### src/hdl/assert_macros.svh
// Assertion macros shared by the RTL of the TS PSI parser.
// Uses the clk and rst_n names of the module that includes it.
`ifndef ASSERT_MACROS_SVH
`define ASSERT_MACROS_SVH
`ifndef NO_ASSERTIONS
// Checked property, skipped while reset is held.
`define TP_ASSERT(lbl, prop) \
  lbl: assert property (@(posedge clk) disable iff (!rst_n) prop) \
    else $error("assertion failed");
// Checked property, also checked during reset.
`define TP_ASSERT_ALWAYS(lbl, prop) \
  lbl: assert property (@(posedge clk) prop) else $error("assertion failed");
`else
`define TP_ASSERT(lbl, prop)
`define TP_ASSERT_ALWAYS(lbl, prop)
`endif
`endif

### src/hdl/ts_pp_pkg.sv
// Package for the TS PAT/PMT parser: types, result codes, defaults.
// No dependencies.
`default_nettype none
package ts_pp_pkg;

  localparam int MAX_PROGRAMS_DEF = 32;

  // result kinds
  localparam logic [2:0] K_PAT_PROG = 3'd0;
  localparam logic [2:0] K_PAT_NET  = 3'd1;
  localparam logic [2:0] K_PMT_HDR  = 3'd2;
  localparam logic [2:0] K_PMT_ES   = 3'd3;
  localparam logic [2:0] K_STATUS   = 3'd4;

  // error codes
  localparam logic [2:0] E_NONE     = 3'd0;
  localparam logic [2:0] E_ZERO_BIT = 3'd1;
  localparam logic [2:0] E_PAST_LAST = 3'd2;
  localparam logic [2:0] E_FULL     = 3'd3;
  localparam logic [2:0] E_SHORT    = 3'd4;

  typedef enum logic [2:0] {
    M_IDLE, M_PAT, M_PMT_HDR, M_SKIP, M_LOOP, M_DONE, M_IGNORE
  } mode_t;

  typedef enum logic [1:0] {T_IDLE, T_WAIT, T_EXEC, T_OUT} top_state_t;

  typedef enum logic [1:0] {SR_IDLE, SR_RD, SR_CMP} srch_state_t;

  typedef struct packed {
    logic [2:0]  kind;
    logic [15:0] program_id;
    logic [12:0] entry_pid;
    logic [7:0]  stream_kind;
    logic [11:0] info_length;
    logic        pat_complete;
    logic        all_done;
    logic [2:0]  error_code;
    logic        last_of_run;
  } res_t;

endpackage
`default_nettype wire

### src/hdl/ts_pp_table.sv
// Key table with a sequential search: one read and one compare per step.
// Depends on ts_pp_pkg.
`default_nettype none
module ts_pp_table #(
  parameter int Depth = 32,
  parameter int Width = 16,
  parameter int IdxW  = 5,
  parameter int CntW  = 6
) (
  input  wire logic             clk,
  input  wire logic             rst_n,
  input  wire logic             start,
  input  wire logic [Width-1:0] key,
  input  wire logic [CntW-1:0]  count,
  input  wire logic             wr_en,
  input  wire logic [Width-1:0] wr_data,
  output logic                  done,
  output logic                  hit
);
  import ts_pp_pkg::*;

  logic [Width-1:0] mem [Depth];
  logic [Width-1:0] rd_data_r;
  logic [IdxW-1:0]  idx_r, idx_nxt;
  logic [Width-1:0] key_r, key_nxt;
  srch_state_t      st_r, st_nxt;
  logic             done_r, done_nxt, hit_r, hit_nxt;
  logic             last;

  // storage: write at the fill count, read at the search index
  always_ff @(posedge clk) begin
    if (wr_en) mem[count[IdxW-1:0]] <= wr_data;
    rd_data_r <= mem[idx_r];
  end

  always_ff @(posedge clk) begin
    if (!rst_n) begin
      st_r   <= SR_IDLE;
      done_r <= 1'b0;
      hit_r  <= 1'b0;
    end else begin
      st_r   <= st_nxt;
      done_r <= done_nxt;
      hit_r  <= hit_nxt;
    end
    idx_r <= idx_nxt;
    key_r <= key_nxt;
  end

  assign last = (CntW'(idx_r) + CntW'(1)) == count;

  // search sequencer
  always_comb begin
    st_nxt   = st_r;
    idx_nxt  = idx_r;
    key_nxt  = key_r;
    done_nxt = 1'b0;
    hit_nxt  = hit_r;
    unique case (st_r)
      SR_IDLE: begin
        if (start) begin
          key_nxt = key;
          idx_nxt = '0;
          hit_nxt = 1'b0;
          if (count == '0) done_nxt = 1'b1;
          else st_nxt = SR_RD;
        end
      end
      SR_RD: st_nxt = SR_CMP;
      SR_CMP: begin
        if (rd_data_r == key_r) begin
          hit_nxt  = 1'b1;
          done_nxt = 1'b1;
          st_nxt   = SR_IDLE;
        end else if (last) begin
          done_nxt = 1'b1;
          st_nxt   = SR_IDLE;
        end else begin
          idx_nxt = idx_r + IdxW'(1);
          st_nxt  = SR_RD;
        end
      end
      default: st_nxt = SR_IDLE;
    endcase
  end

  assign done = done_r;
  assign hit  = hit_r;
endmodule
`default_nettype wire

### config.mk
export PLATFORM = sky130hd
export DESIGN_NAME = ts_pp_table
export DESIGN_NICKNAME = d
export VERILOG_FILES = /design/src/hdl/assert_macros.svh /design/src/hdl/ts_pp_pkg.sv /design/src/hdl/ts_pp_table.sv
export SDC_FILE = /design/constraint.sdc
export NUM_CORES = 1
export LEC_CHECK = 0
export BUFFER_PORTS_ARGS = -buffer_cell sky130_fd_sc_hd__buf_2
export CORE_ASPECT_RATIO = 1.25
export CORE_MARGIN = 3
export CORE_UTILIZATION = 56
export DETAILED_ROUTE_END_ITERATION = 8
export GPL_TIMING_DRIVEN = 0
export PLACE_DENSITY = 0.81
export SLEW_MARGIN = 25
export SYNTH_ARGS = -nofsm -noshare
export SYNTH_HDL_FRONTEND = slang
export SYNTH_SLANG_ARGS = --single-unit
### constraint.sdc
create_clock -name clk -period 2.4 [get_ports clk]
set_input_delay 0.72 -clock clk [delete_from_list [all_inputs] [get_ports clk]]
set_output_delay 0.72 -clock clk [all_outputs]
set_load 0.05 [all_outputs]
==> results of run 1 <==
## through the flow
stage               setup WS, ns  instances
finish                  -0.01401       1558
global route            -0.08547       1557
CTS                    -0.001735       1555
detailed placement       -0.6214       1464
global placement         -0.9430       1444
floorplan                -0.1585        922
## kinds of logic (layout without fill, tap and decap cells)
group,count (synthesis),after routing
flops,553,553
mux,160,160
simple gates,96,96
buf+inv,62,217
compound gates,27,27
xor+xnor,23,23
fa+ha+maj,1,1
other cells,0,1
## worst min-delay path by stage
stage	end
after floorplan	st_r[1]
after global placement	st_r[1]
after detailed placement	st_r[1]
after CTS	key_r[3]
after global routing	key_r[0]
final	key_r[3]
## worst max-delay path: stages
cell and delay [ns]:
buf_2 0.14, or3b_2 0.47, clkbuf_1 0.38, nor2_2 0.88
## cell type report
class / instances / area, um2 / area share [%]
clock inverter: 24 / 207.7 / 0.8635
inverter: 17 / 63.81 / 0.2653
buffer: 45 / 390.4 / 1.623
timing repair buffer: 66 / 485.5 / 2.018
tap: 480 / 600.6 / 2.497
multi-input combinational: 307 / 4558 / 18.95
clock buffer: 65 / 1339 / 5.566
sequential: 553 / 16410 / 68.21
antenna: 1 / 2.502 / 0.01040
## cells in the mapped netlist, types with 2 or more instances
master	number	area, um2
nor4_1	4	25.02
nand4b_1	2	17.52
nand4_1	2	12.51
or3b_2	3	26.28
dfxtp_1	20	400.4
nand3_1	5	25.02
nand2_1	22	82.58
buf_6	9	101.4
nor2_1	42	157.7
o21ai_1	17	85.08
nor2b_1	2	12.51
inv_1	17	63.81
o21ai_0	4	20.02
edfxtp_1	533	16010
buf_2	9	45.04
xnor2_1	3	26.28
buf_1	11	41.29
nand3b_1	5	37.54
and2_1	4	25.02
mux4_2	160	3603
xor2_1	20	175.2
clkbuf_1	15	56.30
## sequential cells by signal (all words and copies together), names as in the netlist
signal	count
mem	512
key_r	16
rd_data_r	16
idx_r	5
st_r	2
done	1
hit	1
## what timing repair did
item | CTS | global route
endpoints found under the setup margin | 21 | 120
buffers inserted | 2 | 2
pin swaps | 0 | 1
resized for setup | 36 | 34
## report_power, final
group | internal [mW] | switching, mW
registers | 10.8 | 0.0835
clock network | 4.26 | 3.43
logic | 0.780 | 1.03
## metal layers
| layer | part of all wire (%) | wire length, um | up-vias | track usage, % |
|---|---|---|---|---|
| li1 | - | - | 4078 | - |
| met1 | 35 | 17310 | 5276 | 33.46 |
| met2 | 49 | 24610 | 808 | 40.09 |
| met3 | 11 | 5713 | 153 | 6.539 |
| met4 | 4.7 | 2346 | 6 | 10.33 |
| met5 | 0.082 | 41 | - | 0 |
==> impl_metrics.json, run 1 <==
{
  "tightest_slew_ns": 0.9662,
  "drt-total-wl_um": 50030,
  "cts_tree": "done",
  "hold_buffers": 0,
  "utilization_pct": 65.37,
  "clk_latency_ns": 0.59,
  "grt_pass1_wl_um": 73060,
  "die_h_um": 223.3,
  "hold_depth": 1,
  "hold_violations": 0,
  "area_delta_synth_final_pct": 13.72,
  "portBuffers": 42,
  "fmax_mhz": 414.2,
  "power.density_mw_per_mm2": 846.7,
  "die_x_um": 179.8,
  "clk_pin_slew_ns": 0.06,
  "htreeDepth": 2,
  "placedInstanceArea_mm2": 0.02227,
  "cts_buffers": 48,
  "synth_area_mm2": 0.02115,
  "grt_max_degree": 33,
  "grt_pass1_vias": 10610,
  "cp-startpoint": "count[1]",
  "hold_path_class": "input pin to flop",
  "synth_top_family_by_area": "multiplexers",
  "slew_violations": 0,
  "p_leak_nw": 7.626,
  "yosys_warnings": 0,
  "vdd_drop_max_v": 0.0005894,
  "synthSimpleGateAreaFrac_pct": 2.142,
  "drive_gt1_share_pct": 35.28,
  "fin_crit_sh_pct": 100.6,
  "wl_per_cell_um": 32.11,
  "synth_cells": 922,
  "cp-start-kind": "input pin",
  "synth_nets": 965,
  "fin_hold_ws_ns": 0.3165,
  "cp-end-kind": "flop",
  "rr_startpoint": "idx_r[0]",
  "status": "finished with violations",
  "initial_utilization_pct": 57.48,
  "post-route-cell-area_mm2": 0.02405,
  "violations": "negative setup slack",
  "place_congestion": 0.8783,
  "vias": 10320,
  "synth_mux_area_share_pct": 17.04,
  "path_class": "input pin to flop",
  "rr_worst_depth": 7,
  "slew_headroom_pct": 35.52,
  "fill_cells": 2126,
  "synth_seq_cells": 553,
  "layout_common_cells": "edfxtp_1, mux4_2, clkbuf_16",
  "clock-skew-final_ns": 0.02239,
  "r2r_setup_slack_ns": -0.01,
  "reg2reg_to": "rd_data_r[14]",
  "nets": 1081,
  "layout_commonest_cell": "edfxtp_1",
  "endpoint": "mem[28][6]",
  "worst_slack_ns": -0.01401,
  "setup_viol": 18,
  "dp_hpwl_um": 29670,
  "antenna_found_initial": 4,
  "cts_max_path_buffers": 3,
  "placementRows": 78,
  "rsz0062_at_grt": "yes",
  "drc": 0,
  "synth_xor_area_share_pct": 0.9524,
  "crit_fanout": 16,
  "synth_fa_ha_area_share_pct": 0.05916,
  "min_from": "key[3]",
  "period_minus_slack_ns": 2.414,
  "ys.flop_type": "edfxtp_1",
  "maxCapViolCount": 0,
  "die_area_mm2": 0.04015,
  "track_usage_pct": 25.07,
  "synthArstFlopShare_pct": 0,
  "ios": 44,
  "cts.sinks": 553,
  "syn_avg_cell_area_um2": 22.94,
  "first_iter_violations": 1518,
  "viasPerCell": 6.625,
  "root_buffer": "clkbuf_16",
  "critPathArrivalTime_ns": 2.61,
  "ys_seq_area_share_pct": 77.57,
  "grt-ovfl-total": 0,
  "drtAntennaViolNets": 0,
  "tns_ns": -0.1596,
  "synth_edf_count": 533,
  "drt_pre_antenna_iters": 5,
  "power_mw": 20.37,
  "synthDistinctLibCells": 35,
  "core_area_mm2": 0.03679,
  "cp.required_ns": 2.60,
  "synth-compound-area-share_pct": 0.7513
}
(Power assumes the default switching activity.)
==> inputs of run 2 (changes only) <==
- TNS_END_PERCENT: not set -> 30
==> impl_metrics.json, run 2 (synthesized netlist as in run 1, its figures left out) <==
{
  "tns_ns": -0.4749,
  "clk_latency_ns": 0.57,
  "largest_reg_flops": 512,
  "htreeDepth": 2,
  "r2r_setup_slack_ns": -0.08,
  "maxCapViolCount": 0,
  "grt_pass1_wl_um": 75820,
  "clock-skew-final_ns": 0.01322,
  "power.density_mw_per_mm2": 859.7,
  "post-route-cell-area_mm2": 0.02429,
  "vias": 10760,
  "track_usage_pct": 26.16,
  "wl_per_cell_um": 34.13,
  "initial_utilization_pct": 57.48,
  "layout_commonest_cell": "edfxtp_1",
  "die_x_um": 179.8,
  "utilization_pct": 66.02,
  "dp_cells": 1475,
  "dp_hpwl_um": 31080,
  "final-instance-count-excl-fill": 1568,
  "die_area_mm2": 0.04015,
  "cts_tree": "done",
  "slew_headroom_pct": 41.48,
  "tightest_slew_ns": 0.8778,
  "fmax_mhz": 403.9,
  "cts_max_path_buffers": 3,
  "setup_viol": 16,
  "first_iter_violations": 1767,
  "path_class": "flop to flop",
  "layout_common_cells": "edfxtp_1, mux4_2, clkbuf_16",
  "drt-total-wl_um": 53520,
  "ios": 44,
  "rr_worst_depth": 6,
  "crit_fanout": 10,
  "rsz0062_at_grt": "yes",
  "core_area_mm2": 0.03679,
  "hold_depth": 1,
  "root_buffer": "clkbuf_16",
  "drc": 0,
  "hold_path_class": "input pin to flop",
  "critPathArrivalTime_ns": 2.89,
  "slowest_delay_ns": 0.52,
  "drtAntennaViolNets": 0,
  "path_cells": "clkbuf_4 > clkbuf_2 > mux4_2 > mux4_2 > nand2_1 > o21ai_1",
  "fin_crit_sh_pct": 103.2,
  "die_h_um": 223.3,
  "placementRows": 78,
  "portBuffers": 42,
  "grt_pass1_vias": 10610,
  "viasPerCell": 6.860,
  "grt_max_degree": 33,
  "cp_slowest_cell": "mux4_2",
  "worst_slack_ns": -0.07611,
  "cts_buffers": 47,
  "path_common_cell": "mux4_2",
  "power_mw": 20.88,
  "antenna_found_initial": 3,
  "drt_pre_antenna_iters": 7,
  "status": "finished with violations",
  "clk_pin_slew_ns": 0.07,
  "hold_buffers": 0,
  "place_congestion": 0.8432,
  "hold_violations": 0,
  "period_minus_slack_ns": 2.476,
  "antennaDiodeCount": 0,
  "placedInstanceArea_mm2": 0.02241,
  "cp.required_ns": 2.82,
  "fill_cells": 2063,
  "grt-ovfl-total": 0,
  "slew_violations": 0,
  "cp-start-kind": "flop",
  "nets": 1094,
  "cp-end-kind": "flop",
  "vdd_drop_max_v": 0.0004882,
  "violations": "negative setup slack",
  "area_delta_synth_final_pct": 14.84,
  "cts.sinks": 553,
  "drive_gt1_share_pct": 35.75,
  "p_leak_nw": 7.757
}
run 2: cell types whose count changed in the layout (fill, tap and decap cells not counted), sizes merged:
cell	delta
buf	+5
bufinv	+5
inv	-3
clkbuf	+2
clkinv	+1
clkinvlp	+1
diode	-1
run 2: repair_timing:
| item | 4_1_cts | 5_1_grt |
|---|---|---|
| setup buffers | 0 | 6 |
| pin swaps | 0 | 1 |
| gates resized for setup | 27 | 27 |
| setup endpoints to repair | 21 | 37 |
| gates cloned | 0 | 1 |
run 2: final timing paths:
| path | to | startpoint |
|---|---|---|
| max | rd_data_r[7] | idx_r[1] |
| max reg2reg | rd_data_r[7] | idx_r[1] |
| min reg2reg | st_r[1] | st_r[0] |
| min | key_r[8] | key[8] |
run 2: metal layers:
layer / track usage, % / vias to the layer above / part of all wire [%]
li1: - / 4119 / -
met1: 35.57 / 5420 / 33
met2: 42.96 / 1024 / 50
met3: 5.512 / 189 / 12
met4: 9.161 / 4 / 4.5
met5: 0 / - / 0.043
run 2: area by class of cell:
type                       instances  area, um2  area share [%]
timing repair buffer              80      660.6           2.720
multi-input combinational        307       4524           18.63
clock inverter                    28      341.6           1.406
clock buffer                      58       1321           5.440
tap                              480      600.6           2.473
inverter                          17      63.81          0.2627
buffer                            45      371.6           1.530
sequential                       553      16410           67.54
run 2: metrics by stage:
step           hold slack [ns]  setup WS [ns]
2_1_floorplan           0.4405        -0.1585
3_3_place_gp            0.4530        -0.8563
3_5_place_dp            0.4841        -0.6084
4_1_cts                 0.3049       -0.02731
5_1_grt                 0.3043       -0.09311
6_report                0.3264       -0.07611
run 2: critical path, delay by kind of cell (launching register included):
family	cells	cell delay, ns
compound gates	1	0.11
buf+inv	2	0.67
flops	1	0.48
mux	2	0.94
simple gates	1	0.11
run 2: power by group:
group | internal, mW | switching, mW | leakage (nW)
logic | 0.780 | 1.07 | 1.96
registers | 10.8 | 0.0894 | 4.98
clock network | 4.77 | 3.38 | 0.809
==> inputs of run 3 (changes only) <==
- CORE_UTILIZATION: 56 -> 58
- CTS_BUF_LIST: not set -> sky130_fd_sc_hd__clkbuf_4
- PLACE_DENSITY: 0.81 -> 0.84
==> impl_metrics.json, run 3 (synthesized netlist as in run 1, its figures left out) <==
{
  "seqPwrFrac_pct": 53.5,
  "ios": 44,
  "period_minus_slack_ns": 2.630,
  "clock-skew-final_ns": 0.04736,
  "cts_max_path_buffers": 3,
  "die_x_um": 176.8,
  "dp_slack_ns": -0.5942,
  "p_sw_share_pct": 24.74,
  "slowest_delay_ns": 0.53,
  "grt_pass1_wl_um": 75590,
  "maxCapViolCount": 0,
  "slew_headroom_pct": 34.04,
  "grtUsageMet1_pct": 36.35,
  "dp_hpwl_um": 31340,
  "largest_reg_flops": 512,
  "core_area_mm2": 0.03565,
  "grt_max_degree": 33,
  "hold_violations": 0,
  "cts.sinks": 553,
  "path_class": "flop to flop",
  "status": "finished with violations",
  "path_cells": "buf_2 > buf_2 > mux4_2 > mux4_2 > nand2_2 > o21ai_2",
  "portBuffers": 42,
  "htreeDepth": 3,
  "power_mw": 20.32,
  "antenna_found_initial": 4,
  "reg2reg_to": "rd_data_r[8]",
  "track_usage_pct": 27.39,
  "die_h_um": 219.5,
  "cp-end-kind": "flop",
  "dp_cells": 1467,
  "internal-power_mw": 15.29,
  "drt-total-wl_um": 59150,
  "fmax_mhz": 380.2,
  "drive_gt1_share_pct": 42.63,
  "area_delta_synth_final_pct": 15.41,
  "p_leak_nw": 7.946,
  "combPwrFrac_pct": 10.1,
  "rr_startpoint": "idx_r[1]",
  "nets": 1170,
  "initial_utilization_pct": 59.33,
  "drc": 3,
  "place_congestion": 0.8882,
  "worst_slack_ns": -0.2304,
  "vdd_drop_max_v": 0.0003767,
  "drt_pre_antenna_iters": 9,
  "slew_violations": 0,
  "layout_commonest_cell": "edfxtp_1",
  "min_to": "key_r[0]",
  "tightest_slew_ns": 0.9883,
  "placementRows": 77,
  "rsz0062_at_grt": "yes",
  "vias": 11750,
  "power.density_mw_per_mm2": 832.4,
  "cp_slowest_cell": "mux4_2",
  "wl_per_cell_um": 34.94,
  "critPathArrivalTime_ns": 3.32,
  "cp-start-kind": "flop",
  "fin_crit_sh_pct": 109.6,
  "clk_pin_slew_ns": 0.09,
  "root_buffer": "clkbuf_4",
  "clk_latency_ns": 0.86,
  "rr_worst_depth": 6,
  "cp.required_ns": 3.09,
  "grt-ovfl-total": 0,
  "met2_usage_pct": 44.08,
  "final-instance-count-excl-fill": 1693,
  "hold_depth": 1,
  "viasPerCell": 6.942,
  "hold_path_class": "input pin to flop",
  "cts_tree": "done",
  "grtUsageMet3_pct": 6.515,
  "setup_viol": 21,
  "layout_common_cells": "edfxtp_1, clkbuf_4, mux4_2",
  "drtAntennaViolNets": 0,
  "crit_fanout": 10,
  "r2r_setup_slack_ns": -0.23,
  "grt_pass1_vias": 11450,
  "p_sw_mw": 5.026,
  "p_clk_share_pct": 36.3,
  "die_area_mm2": 0.03881,
  "cts_buffers": 118,
  "violations": "design-rule violations, negative setup slack",
  "first_iter_violations": 2141,
  "grt_busiest_layer": "met2",
  "min_from": "key[0]"
}
-- run 3: cell type report --
class,count,area (um2)
antenna,4,10.01
buffer,45,410.4
clock buffer,168,1261
clock inverter,40,260.3
fill,1934,11240
inverter,17,73.82
multi-input combinational,307,4574
sequential,553,16410
tap,474,593.1
timing repair buffer,85,820.8
-- run 3: stage by stage --
stage / TNS [ns] / instance area [um2] / hold slack, ns / utilization (%)
floorplan: -17.95 / 21150 / 0.4405 / -
global placement: -359.00 / 21960 / 0.4549 / 61.59
detailed placement: -71.93 / 22360 / 0.5089 / 62.74
CTS: -0.1137 / 24000 / 0.009124 / 67.33
global route: -2.316 / 24400 / 0.01549 / 68.46
finish: -2.644 / 24410 / 0.03972 / 68.48
-- run 3: power by group through the flow --
stage          sequential, mW  combinational, mW  clock, mW
2_1_floorplan            11.0               1.04          0
3_3_place_gp             11.0               1.58          0
3_5_place_dp             11.1               1.67          0
4_1_cts                  10.9               1.75       7.23
5_1_grt                  10.9               2.10       7.80
6_report                 10.9               2.06       7.38
-- run 3: per-layer routing --
| metal | vias up | share of wire [%] |
|---|---|---|
| li1 | 4346 | - |
| met1 | 5844 | 32 |
| met2 | 1271 | 49 |
| met3 | 288 | 13 |
| met4 | 4 | 6.5 |
| met5 | - | 0.046 |
-- run 3: how the worst max path moves through the flow --
stage	from	slack, ns	end	depth (start not counted)
after floorplan	count[2]	-0.16	mem[4][0]	3
after global placement	count[1]	-0.90	mem[8][12]	4
after detailed placement	idx_r[1]	-0.59	rd_data_r[3]	6
after CTS	idx_r[0]	-0.04	rd_data_r[11]	7
after global routing	idx_r[1]	-0.20	rd_data_r[8]	6
final	idx_r[1]	-0.23	rd_data_r[8]	6
-- run 3: what timing repair did --
item,CTS,global route
gates resized for setup,38,46
setup endpoints to repair,21,21
pin swaps,0,1
setup buffers,2,2
hold buffers,0,0
cloned,0,10
-- run 3: worst max-delay path, delay by kind of cell, from the launching register on --
kind            cells  cell delay [ns]
compound gates      1             0.11
mux                 2             0.94
flops               1             0.49
simple gates        1             0.12
buf+inv             2             0.77
